[src/rtl/zero_crossing_segmenter_top_macros.svh]
// ----------------------------------------------------------------------------
// Assertion macros for the zero crossing segmenter
// Shorthand for clocked implication checks, gated off while reset is held.
// ----------------------------------------------------------------------------
`ifndef ZERO_CROSSING_SEGMENTER_TOP_MACROS_SVH
`define ZERO_CROSSING_SEGMENTER_TOP_MACROS_SVH

// The consequent must hold in the same cycle as the antecedent.
`define ZCS_ASSERT_IMPLIES(lbl, ante, cons) \
  lbl: assert property (@(posedge clk_i) disable iff (!rst_ni) (ante) |-> (cons)) \
    else $error("zcs: same-cycle check failed");

// The consequent must hold in the cycle after the antecedent.
`define ZCS_ASSERT_NEXT(lbl, ante, cons) \
  lbl: assert property (@(posedge clk_i) disable iff (!rst_ni) (ante) |=> (cons)) \
    else $error("zcs: next-cycle check failed");

`endif

[src/rtl/zcs_pkg.sv]
// ----------------------------------------------------------------------------
// Zero crossing segmenter package
// Widths, shared types and tuser bit positions for the segmenter.
// ----------------------------------------------------------------------------
package zcs_pkg;

  localparam int TIME_BITS  = 44;
  localparam int VALUE_BITS = 32;

  // Sum of two value magnitudes needs one bit more than a value.
  localparam int SUM_BITS  = VALUE_BITS + 1;
  localparam int PROD_BITS = TIME_BITS + VALUE_BITS;

  // The shared adder covers the multiply accumulate, the trial subtract and
  // the final offset of the crossing time.
  localparam int ALU_BITS = (TIME_BITS + 1 > VALUE_BITS + 2) ? TIME_BITS + 1 : VALUE_BITS + 2;

  localparam int STEP_MAX = (TIME_BITS > VALUE_BITS) ? TIME_BITS : VALUE_BITS;
  localparam int CNT_BITS = $clog2(STEP_MAX);

  localparam int IN_DATA_BITS  = ((TIME_BITS + VALUE_BITS + 7) / 8) * 8;
  localparam int OUT_DATA_BITS = ((TIME_BITS + VALUE_BITS + 7) / 8) * 8;
  localparam int OUT_USER_BITS = 3;

  localparam int USER_POSITIVE = 0;
  localparam int USER_START    = 1;
  localparam int USER_END      = 2;

  typedef logic [TIME_BITS-1:0]         time_t;
  typedef logic signed [VALUE_BITS-1:0] value_t;
  typedef logic [VALUE_BITS-1:0]        mag_t;
  typedef logic [SUM_BITS-1:0]          sum_t;
  typedef logic [ALU_BITS-1:0]          alu_t;

  typedef struct packed {
    alu_t a;
    alu_t b;
    logic sub;
  } alu_req_t;

  typedef struct packed {
    time_t  time_stamp;
    value_t sample_value;
    logic   curve_start;
    logic   curve_end;
  } point_t;

  typedef struct packed {
    time_t  out_time;
    value_t out_value;
    logic   run_positive;
    logic   run_start;
    logic   run_end;
    logic   last;
  } result_t;

endpackage

[src/rtl/zero_crossing_segmenter_top.sv]
// ----------------------------------------------------------------------------
// Zero crossing segmenter, top level
// A point with no sign change passes through the prepare and emit states only.
// A sign change adds the shift-add multiply and the restoring divide on one
// shared adder, and emits the crossing end and start before the point itself.
// Output stalls hold the core in its emit state. Reset is asynchronous and
// active low: previous point zero, sign positive.
// ----------------------------------------------------------------------------
module zero_crossing_segmenter_top import zcs_pkg::*; (
  input  logic                     clk_i,
  input  logic                     rst_ni,
  input  logic                     s_axis_tvalid_i,
  output logic                     s_axis_tready_o,
  // tdata: time_stamp, sample_value, then zero padding
  input  logic [IN_DATA_BITS-1:0]  s_axis_tdata_i,
  // tuser: curve_start
  input  logic                     s_axis_tuser_i,
  input  logic                     s_axis_tlast_i,
  output logic                     m_axis_tvalid_o,
  input  logic                     m_axis_tready_i,
  // tdata: out_time, out_value, then zero padding
  output logic [OUT_DATA_BITS-1:0] m_axis_tdata_o,
  // tuser: run_positive, run_start, run_end
  output logic [OUT_USER_BITS-1:0] m_axis_tuser_o,
  output logic                     m_axis_tlast_o
);

  // Each accepted request carries one curve point. The core works on one
  // point at a time and hands its results over one by one; the output
  // register here lets the core return to idle and take the next request
  // while the final result still waits on the downstream side.

  point_t  in_point;
  logic    res_valid;
  logic    res_ready;
  result_t res;

  logic    out_valid_q;
  result_t out_res_q;

  assign in_point.time_stamp   = s_axis_tdata_i[TIME_BITS-1:0];
  assign in_point.sample_value = s_axis_tdata_i[TIME_BITS +: VALUE_BITS];
  assign in_point.curve_start  = s_axis_tuser_i;
  assign in_point.curve_end    = s_axis_tlast_i;

  zcs_core u_core (
    .clk_i       (clk_i),
    .rst_ni      (rst_ni),
    .in_valid_i  (s_axis_tvalid_i),
    .in_ready_o  (s_axis_tready_o),
    .in_point_i  (in_point),
    .res_valid_o (res_valid),
    .res_ready_i (res_ready),
    .res_o       (res)
  );

  // The output register can take a new result when it is empty or when its
  // current result leaves in the same cycle.
  assign res_ready = !out_valid_q || m_axis_tready_i;

  always_ff @(posedge clk_i or negedge rst_ni) begin
    if (!rst_ni) begin
      out_valid_q <= 1'b0;
    end else if (res_ready) begin
      out_valid_q <= res_valid;
    end
  end

  always_ff @(posedge clk_i) begin
    if (res_valid && res_ready) begin
      out_res_q <= res;
    end
  end

  assign m_axis_tvalid_o = out_valid_q;
  assign m_axis_tdata_o  = OUT_DATA_BITS'({out_res_q.out_value, out_res_q.out_time});
  assign m_axis_tlast_o  = out_res_q.last;

  always_comb begin
    m_axis_tuser_o                = '0;
    m_axis_tuser_o[USER_POSITIVE] = out_res_q.run_positive;
    m_axis_tuser_o[USER_START]    = out_res_q.run_start;
    m_axis_tuser_o[USER_END]      = out_res_q.run_end;
  end

endmodule

[src/rtl/zcs_addsub.sv]
// ----------------------------------------------------------------------------
// Shared adder/subtractor
// One carry chain serving the multiply, divide and final offset steps of the sequencer.
// ----------------------------------------------------------------------------
module zcs_addsub import zcs_pkg::*; (
  input  alu_req_t          req_i,
  output logic [ALU_BITS:0] sum_o
);

  alu_t b_eff;

  // Subtraction as a + ~b + 1; the top bit is then the no-borrow flag.
  assign b_eff = req_i.sub ? ~req_i.b : req_i.b;
  assign sum_o = {1'b0, req_i.a} + {1'b0, b_eff} + {{ALU_BITS{1'b0}}, req_i.sub};

endmodule

[src/rtl/zcs_core.sv]
// ----------------------------------------------------------------------------
// Segmenter sequencer
// Sign tracking, shift-add multiply, restoring divide and result emission.
// ----------------------------------------------------------------------------
`include "zero_crossing_segmenter_top_macros.svh"

module zcs_core import zcs_pkg::*; (
  input  logic    clk_i,
  input  logic    rst_ni,
  input  logic    in_valid_i,
  output logic    in_ready_o,
  input  point_t  in_point_i,
  output logic    res_valid_o,
  input  logic    res_ready_i,
  output result_t res_o
);

  localparam logic [2:0] S_IDLE = 3'd0;
  localparam logic [2:0] S_PREP = 3'd1;
  localparam logic [2:0] S_MUL  = 3'd2;
  localparam logic [2:0] S_LOAD = 3'd3;
  localparam logic [2:0] S_DIV  = 3'd4;
  localparam logic [2:0] S_FIN  = 3'd5;
  localparam logic [2:0] S_EMIT = 3'd6;

  localparam logic [1:0] RES_OLD_END   = 2'd0;
  localparam logic [1:0] RES_NEW_START = 2'd1;
  localparam logic [1:0] RES_POINT     = 2'd2;

  logic [2:0]          state_q, state_d;
  logic [CNT_BITS-1:0] cnt_q, cnt_d;
  logic [1:0]          idx_q, idx_d;

  time_t  prev_time_q;
  value_t prev_value_q;
  logic   sign_q;

  point_t pt_q;
  time_t  base_q;
  time_t  dmag_q;
  logic   back_q;
  sum_t   smag_q;
  time_t  prod_hi_q;
  mag_t   prod_lo_q;
  sum_t   rem_q;
  time_t  quo_q;
  time_t  cx_q;

  logic                   pos;
  logic                   crossing;
  mag_t                   pmag;
  mag_t                   vmag;
  logic                   back;
  time_t                  dmag;
  sum_t                   smag;
  logic [PROD_BITS-1:0]   prod;
  logic [SUM_BITS:0]      rem_shift;
  logic                   no_borrow;
  alu_req_t               alu_req;
  logic [ALU_BITS:0]      alu_sum;

  zcs_addsub u_addsub (
    .req_i (alu_req),
    .sum_o (alu_sum)
  );

  // Sign and magnitudes of the point under work against the stored one.
  assign pos      = ~pt_q.sample_value[VALUE_BITS-1];
  assign crossing = ~pt_q.curve_start && (pos != sign_q);
  assign pmag  = prev_value_q[VALUE_BITS-1] ? mag_t'(~prev_value_q) + mag_t'(1)
                                            : mag_t'(prev_value_q);
  assign vmag  = pt_q.sample_value[VALUE_BITS-1] ? mag_t'(~pt_q.sample_value) + mag_t'(1)
                                                 : mag_t'(pt_q.sample_value);
  assign back  = pt_q.time_stamp < prev_time_q;
  assign dmag  = back ? prev_time_q - pt_q.time_stamp : pt_q.time_stamp - prev_time_q;
  assign smag  = sum_t'(pmag) + sum_t'(vmag);

  assign prod      = {prod_hi_q, prod_lo_q};
  assign rem_shift = {rem_q, quo_q[TIME_BITS-1]};
  assign no_borrow = alu_sum[ALU_BITS];

  always_comb begin
    alu_req = '0;
    case (state_q)
      S_MUL: begin
        alu_req.a = alu_t'(prod_hi_q);
        alu_req.b = prod_lo_q[0] ? alu_t'(dmag_q) : '0;
      end
      S_DIV: begin
        alu_req.a   = alu_t'(rem_shift);
        alu_req.b   = alu_t'(smag_q);
        alu_req.sub = 1'b1;
      end
      S_FIN: begin
        alu_req.a   = alu_t'(base_q);
        alu_req.b   = alu_t'(quo_q);
        alu_req.sub = back_q;
      end
      default: begin
        alu_req = '0;
      end
    endcase
  end

  always_comb begin
    state_d = state_q;
    cnt_d   = cnt_q;
    idx_d   = idx_q;
    case (state_q)
      S_IDLE: begin
        if (in_valid_i) begin
          state_d = S_PREP;
        end
      end
      S_PREP: begin
        cnt_d = '0;
        if (crossing) begin
          state_d = S_MUL;
        end else begin
          idx_d   = RES_POINT;
          state_d = S_EMIT;
        end
      end
      S_MUL: begin
        if (cnt_q == CNT_BITS'(VALUE_BITS - 1)) begin
          state_d = S_LOAD;
        end else begin
          cnt_d = cnt_q + 1'b1;
        end
      end
      S_LOAD: begin
        cnt_d   = '0;
        state_d = S_DIV;
      end
      S_DIV: begin
        if (cnt_q == CNT_BITS'(TIME_BITS - 1)) begin
          state_d = S_FIN;
        end else begin
          cnt_d = cnt_q + 1'b1;
        end
      end
      S_FIN: begin
        idx_d   = RES_OLD_END;
        state_d = S_EMIT;
      end
      S_EMIT: begin
        if (res_ready_i) begin
          if (idx_q == RES_POINT) begin
            state_d = S_IDLE;
          end else begin
            idx_d = idx_q + 1'b1;
          end
        end
      end
      default: begin
        state_d = S_IDLE;
      end
    endcase
  end

  always_ff @(posedge clk_i or negedge rst_ni) begin
    if (!rst_ni) begin
      state_q      <= S_IDLE;
      cnt_q        <= '0;
      idx_q        <= RES_POINT;
      prev_time_q  <= '0;
      prev_value_q <= '0;
      sign_q       <= 1'b1;
    end else begin
      state_q <= state_d;
      cnt_q   <= cnt_d;
      idx_q   <= idx_d;
      if (state_q == S_PREP) begin
        prev_time_q  <= pt_q.time_stamp;
        prev_value_q <= pt_q.sample_value;
        sign_q       <= pos;
      end
    end
  end

  always_ff @(posedge clk_i) begin
    case (state_q)
      S_IDLE: begin
        if (in_valid_i) begin
          pt_q <= in_point_i;
        end
      end
      S_PREP: begin
        base_q    <= prev_time_q;
        dmag_q    <= dmag;
        back_q    <= back;
        smag_q    <= smag;
        prod_hi_q <= '0;
        prod_lo_q <= pmag;
      end
      S_MUL: begin
        prod_hi_q <= alu_sum[TIME_BITS:1];
        prod_lo_q <= {alu_sum[0], prod_lo_q[VALUE_BITS-1:1]};
      end
      S_LOAD: begin
        // Leading quotient bits are zero, so the top of the product seeds the
        // remainder and only the low bits are shifted through the divider.
        rem_q <= sum_t'(prod[PROD_BITS-1 -: VALUE_BITS]);
        quo_q <= prod[TIME_BITS-1:0];
      end
      S_DIV: begin
        rem_q <= no_borrow ? alu_sum[SUM_BITS-1:0] : rem_shift[SUM_BITS-1:0];
        quo_q <= {quo_q[TIME_BITS-2:0], no_borrow};
      end
      S_FIN: begin
        cx_q <= alu_sum[TIME_BITS-1:0];
      end
      default: begin
      end
    endcase
  end

  assign in_ready_o  = (state_q == S_IDLE);
  assign res_valid_o = (state_q == S_EMIT);

  always_comb begin
    res_o = '0;
    case (idx_q)
      RES_OLD_END: begin
        res_o.out_time     = cx_q;
        res_o.run_positive = ~pos;
        res_o.run_end      = 1'b1;
      end
      RES_NEW_START: begin
        res_o.out_time     = cx_q;
        res_o.run_positive = pos;
        res_o.run_start    = 1'b1;
      end
      default: begin
        res_o.out_time     = pt_q.time_stamp;
        res_o.out_value    = pt_q.sample_value;
        res_o.run_positive = pos;
        res_o.run_start    = pt_q.curve_start;
        res_o.run_end      = pt_q.curve_end;
        res_o.last         = 1'b1;
      end
    endcase
  end

  `ZCS_ASSERT_IMPLIES(a_rem_below_divisor, state_q == S_DIV, rem_q < smag_q)
  `ZCS_ASSERT_IMPLIES(a_quotient_in_span, state_q == S_FIN, quo_q <= dmag_q)
  `ZCS_ASSERT_NEXT(a_accept_to_prep, in_valid_i && in_ready_o, state_q == S_PREP)
  `ZCS_ASSERT_IMPLIES(a_crossing_shape, res_valid_o && !res_o.last, (res_o.out_value == '0) && (res_o.run_start != res_o.run_end))

endmodule
[config.mk]
export PLATFORM = sky130hd
export DESIGN_NAME = zero_crossing_segmenter_top
export DESIGN_NICKNAME = d
export VERILOG_FILES = /design/src/rtl/zcs_pkg.sv /design/src/rtl/zero_crossing_segmenter_top.sv /design/src/rtl/zcs_addsub.sv /design/src/rtl/zcs_core.sv
export VERILOG_INCLUDE_DIRS = /design/src /design/src/rtl
export SDC_FILE = /design/constraint.sdc
export NUM_CORES = 1
export LEC_CHECK = 0
export BUFFER_PORTS_ARGS = -buffer_cell sky130_fd_sc_hd__buf_4
export CAP_MARGIN = 20
export CORE_MARGIN = 2
export CORE_UTILIZATION = 60
export DETAILED_ROUTE_END_ITERATION = 8
export GPL_TIMING_DRIVEN = 0
export PLACE_DENSITY = 0.79
export SKIP_CTS_REPAIR_TIMING = 1
export SYNTH_ARGS = -nofsm -noshare
export SYNTH_HDL_FRONTEND = slang
export SYNTH_SLANG_ARGS = --single-unit
[constraint.sdc]
create_clock -name clk_i -period 6.1 [get_ports clk_i]
set_input_delay 1.22 -clock clk_i [delete_from_list [all_inputs] [get_ports clk_i]]
set_output_delay 1.22 -clock clk_i [all_outputs]
set_load 0.03 [all_outputs]
==> results.cfg <==
[floorplanning]
dieWidth_um = 236.3
die_area_mm2 = 0.05585
num_rows = 85
initial_core_util_pct = 60.42
fp.coreArea_mm2 = 0.05360
io_pins = 172
dieHeight_um = 236.3

[route]
via_count = 25840
detailedRoute.firstPassIterationCount = 6
routedWlPerCell_um = 24.94
wirelength_mm = 102.5
postRouteAntennaNets = 0
drt_iter0_markers = 2934
vias_per_cell = 6.290
detail_route.drc_violations = 0

[synth]
synth.cell_area_mm2 = 0.03239
synth_top_family_by_area = compound AO/OA/AOI/OAI gates
synth_flop_cell = sky130_fd_sc_hd__edfxtp_1
async_reset_ff_share_pct = 15.72
synth.yosys.seq_area_share_pct = 51.11
avgSynthCellArea_um2 = 10.36
postSynthCellCount = 3125
yosys_warnings = 0
yosys.cell_types.count = 82
synth-seq-cells = 566
synth_enable_flop_cells = 477
synthXorXnorAreaFrac_pct = 4.895
yosys.area_share.adder_pct = 6.737
complex_gate_fraction_of_the_synthesized_area_pct = 14.37
synth.area.mux_share_pct = 6.116
synth-simple-area-share_pct = 13.14

[cts]
worst_skew_pair.late_latency_ns = 0.65
cts_tree = done
tritoncts.num_buffers = 58
h-tree-depth = 2
clock_sink_count = 566
cts_root_cell = sky130_fd_sc_hd__clkbuf_16
cts.path.max_buffers = 3
clk_transition_reported_paths_ns = 0.06

[grt]
via_count_of_the_first_global_routing_pass = 25080
gr-usage-all-layers_pct = 36.44
maximum_number_of_pins_on_one_net_before_global_route_repair = 63
grt-ovfl-total = 0
number_of_antenna_violations_at_the_first_check_in_global_routing = 2
grt_pass1_wl_mm = 153.3

[outcome]
result_of_the_run = completed

[finish]
area_growth_synth_to_finish_pct = 13.53
num-nets-final = 3621
leading_cell_type_in_the_layout_fill_and_taps_excluded = sky130_fd_sc_hd__edfxtp_1
fraction_of_layout_instances_using_a_drive_strength_above_1_pct = 10.55
layout.cells.most_common_list = sky130_fd_sc_hd__edfxtp_1, sky130_fd_sc_hd__nand2_1, sky130_fd_sc_hd__o21ai_0
final_util_pct = 68.60

[placed_design]
dp_hpwl_mm = 79.04
port_buffers = 163
globalplace.congestion = 0.9734

[sta]
clock-skew-final_ns = 0.02830
worst-slew-pin-transition_ns = 1.235
report.final.slew_viol_count = 0
timing.setup.tns_ns = 0
achievable-frequency_ghz = 0.1690
whs_ns = 0.4532
min_period_over_period_pct = 97.01
setup_viol = 0
report.final.hold_viol_count = 0
timing.slew.headroom_pct = 16.60
period_minus_slack_ns = 5.917

[setup_path]
cp-start-kind = flip-flop
required_ns = 6.46
cp.arrival_ns = 6.27
crit_path_top_delay_cell = sky130_fd_sc_hd__or4_1
worst_r2r_path_depth = 18
reg2reg_setup_slack_ns = 0.18
cp-endpoint = u_core.rem_q[29]
critical_path.max_stage_delay_ns = 0.53
setup.worst_path.class = flip-flop to flip-flop
r2r_start = u_core.state_q[1]
crit_path_end_kind = flip-flop
critical_path.cell_chain = nand2b_1, clkbuf_2, nor2_2, a21oi_2, clkbuf_2, mux2i_1, ha_1, nand2_1, or4_1, a2111oi_2, o21ai_1, o21ai_2, a221oi_4, o31a_1, buf_4, buf_6, mux2i_1, a21oi_1
critical_path.reg2reg.endpoint = u_core.rem_q[29]
cp-startpoint = u_core.state_q[1]
crit_path_max_fanout = 10

[worst_hold_path]
timing.hold.worst.class = flip-flop to flip-flop

[flow_run]
max-cap-violations = 0
[routing by layer]
layer | vias to the layer above | GRT usage (%) | share of wire [%]
met5 | - | 0 | 0.018
met4 | 2 | 15.78 | 4.5
met3 | 211 | 6.671 | 9.2
met2 | 1286 | 57.01 | 45
met1 | 12670 | 50.07 | 41
li1 | 11680 | - | -
[per-stage QoR]
| step | cells | setup WS [ns] | cell area, µm² |
|---|---|---|---|
| after detailed placement | 4001 | -0.7504 | 34850 |
| after CTS | 4109 | -0.8082 | 36720 |
| final | 4108 | 0.1825 | 36770 |
| after floorplan | 3128 | 0.5061 | 32400 |
| after global placement | 3987 | -3.170 | 34490 |
| after global routing | 4107 | -0.009005 | 36770 |
[cell type report]
cell class | count | area [µm²]
fillers | 4020 | 16830
flip-flops and latches | 566 | 16550
multi-input cells | 2263 | 14730
clock buffers | 84 | 1659
repair buffers | 177 | 1544
well taps | 696 | 870.8
plain buffers | 149 | 639.4
inverters | 148 | 555.5
clock inverters | 24 | 210.2
diodes | 1 | 2.502
[Yosys cell counts, types with 7 or more instances]
| library cell | number | area share [%] |
|---|---|---|
| sky130_fd_sc_hd__o211ai_1 | 10 | 0.23 |
| sky130_fd_sc_hd__nand4_1 | 20 | 0.39 |
| sky130_fd_sc_hd__dfrtp_1 | 87 | 6.7 |
| sky130_fd_sc_hd__ha_1 | 168 | 6.5 |
| sky130_fd_sc_hd__a22oi_1 | 14 | 0.32 |
| sky130_fd_sc_hd__inv_1 | 146 | 1.7 |
| sky130_fd_sc_hd__nor2b_1 | 21 | 0.41 |
| sky130_fd_sc_hd__or3_1 | 19 | 0.37 |
| sky130_fd_sc_hd__o21a_1 | 16 | 0.37 |
| sky130_fd_sc_hd__xor2_1 | 46 | 1.2 |
| sky130_fd_sc_hd__nand3_1 | 32 | 0.49 |
| sky130_fd_sc_hd__buf_1 | 14 | 0.16 |
| sky130_fd_sc_hd__and3_1 | 19 | 0.37 |
| sky130_fd_sc_hd__xnor2_1 | 135 | 3.7 |
| sky130_fd_sc_hd__nand2_1 | 468 | 5.4 |
| sky130_fd_sc_hd__buf_4 | 7 | 0.16 |
| sky130_fd_sc_hd__a21oi_1 | 207 | 3.2 |
| sky130_fd_sc_hd__nand2b_1 | 21 | 0.41 |
| sky130_fd_sc_hd__clkbuf_1 | 125 | 1.4 |
| sky130_fd_sc_hd__a22o_1 | 12 | 0.32 |
| sky130_fd_sc_hd__o21bai_1 | 25 | 0.58 |
| sky130_fd_sc_hd__and2_1 | 79 | 1.5 |
| sky130_fd_sc_hd__o22ai_1 | 8 | 0.15 |
| sky130_fd_sc_hd__a211oi_1 | 20 | 0.46 |
| sky130_fd_sc_hd__mux2_2 | 46 | 1.6 |
| sky130_fd_sc_hd__o21ai_0 | 226 | 3.5 |
| sky130_fd_sc_hd__nor2_1 | 215 | 2.5 |
| sky130_fd_sc_hd__o41ai_1 | 9 | 0.24 |
| sky130_fd_sc_hd__nor3_1 | 33 | 0.51 |
| sky130_fd_sc_hd__mux2i_1 | 145 | 4.5 |
| sky130_fd_sc_hd__a31oi_1 | 31 | 0.60 |
| sky130_fd_sc_hd__o21ai_1 | 10 | 0.15 |
| sky130_fd_sc_hd__o31ai_1 | 26 | 0.60 |
| sky130_fd_sc_hd__a21o_1 | 84 | 1.9 |
| sky130_fd_sc_hd__edfxtp_1 | 477 | 44 |
[cells by family (layout without fill, tap and decap cells)]
group,count (synthesis),after routing
flip-flops,566,566
other,1,5
buffers and inverters,299,582
XOR/XNOR,181,181
adder cells (fa/ha/maj),172,172
multiplexers,192,192
AO/OA/AOI/OAI,756,756
AND/OR/NAND/NOR,958,958
[worst max-delay path: cells and delay by family (launching register included)]
family	cells	cell delay, ns
compound gates	7	1.98
flops	1	0.47
simple gates	4	1.22
mux	2	0.41
buf+inv	4	1.11
fa+ha+maj	1	0.40
[sequential cells by signal, indices dropped and copies added, names as in the netlist]
register / flops
u_core.cx_q: 44
u_core.smag_q: 33
u_core.back_q: 1
u_core.prod_lo_q: 32
u_core.prod_hi_q: 44
m_axis_tlast_o: 1
u_core.dmag_q: 44
u_core.idx_q: 2
u_core.cnt_q: 6
u_core.quo_q: 44
m_axis_tdata_o: 76
u_core.rem_q: 33
u_core.base_q: 44
u_core.sign_q: 1
u_core.pt_q: 78
u_core.state_q: 3
m_axis_tuser_o: 3
u_core.prev_value_q: 32
m_axis_tvalid_o: 1
u_core.prev_time_q: 44
[how the worst min path moves through the flow]
| stage | startpoint | to | slack (ns) | cells past startpoint |
|---|---|---|---|---|
| after floorplan | u_core.prev_time_q[43] | u_core.base_q[43] | 0.42 | 0 |
| after global placement | u_core.prev_time_q[43] | u_core.base_q[43] | 0.44 | 0 |
| after detailed placement | u_core.prev_time_q[43] | u_core.base_q[43] | 0.43 | 0 |
| after CTS | u_core.prev_time_q[43] | u_core.base_q[43] | 0.45 | 0 |
| after global routing | u_core.prev_time_q[43] | u_core.base_q[43] | 0.46 | 0 |
| final | u_core.prev_time_q[43] | u_core.base_q[43] | 0.45 | 0 |
Power is left out: the tool's default activity adds up to more than one toggle a clock period on the data nets, which glitch-free logic cannot reach.
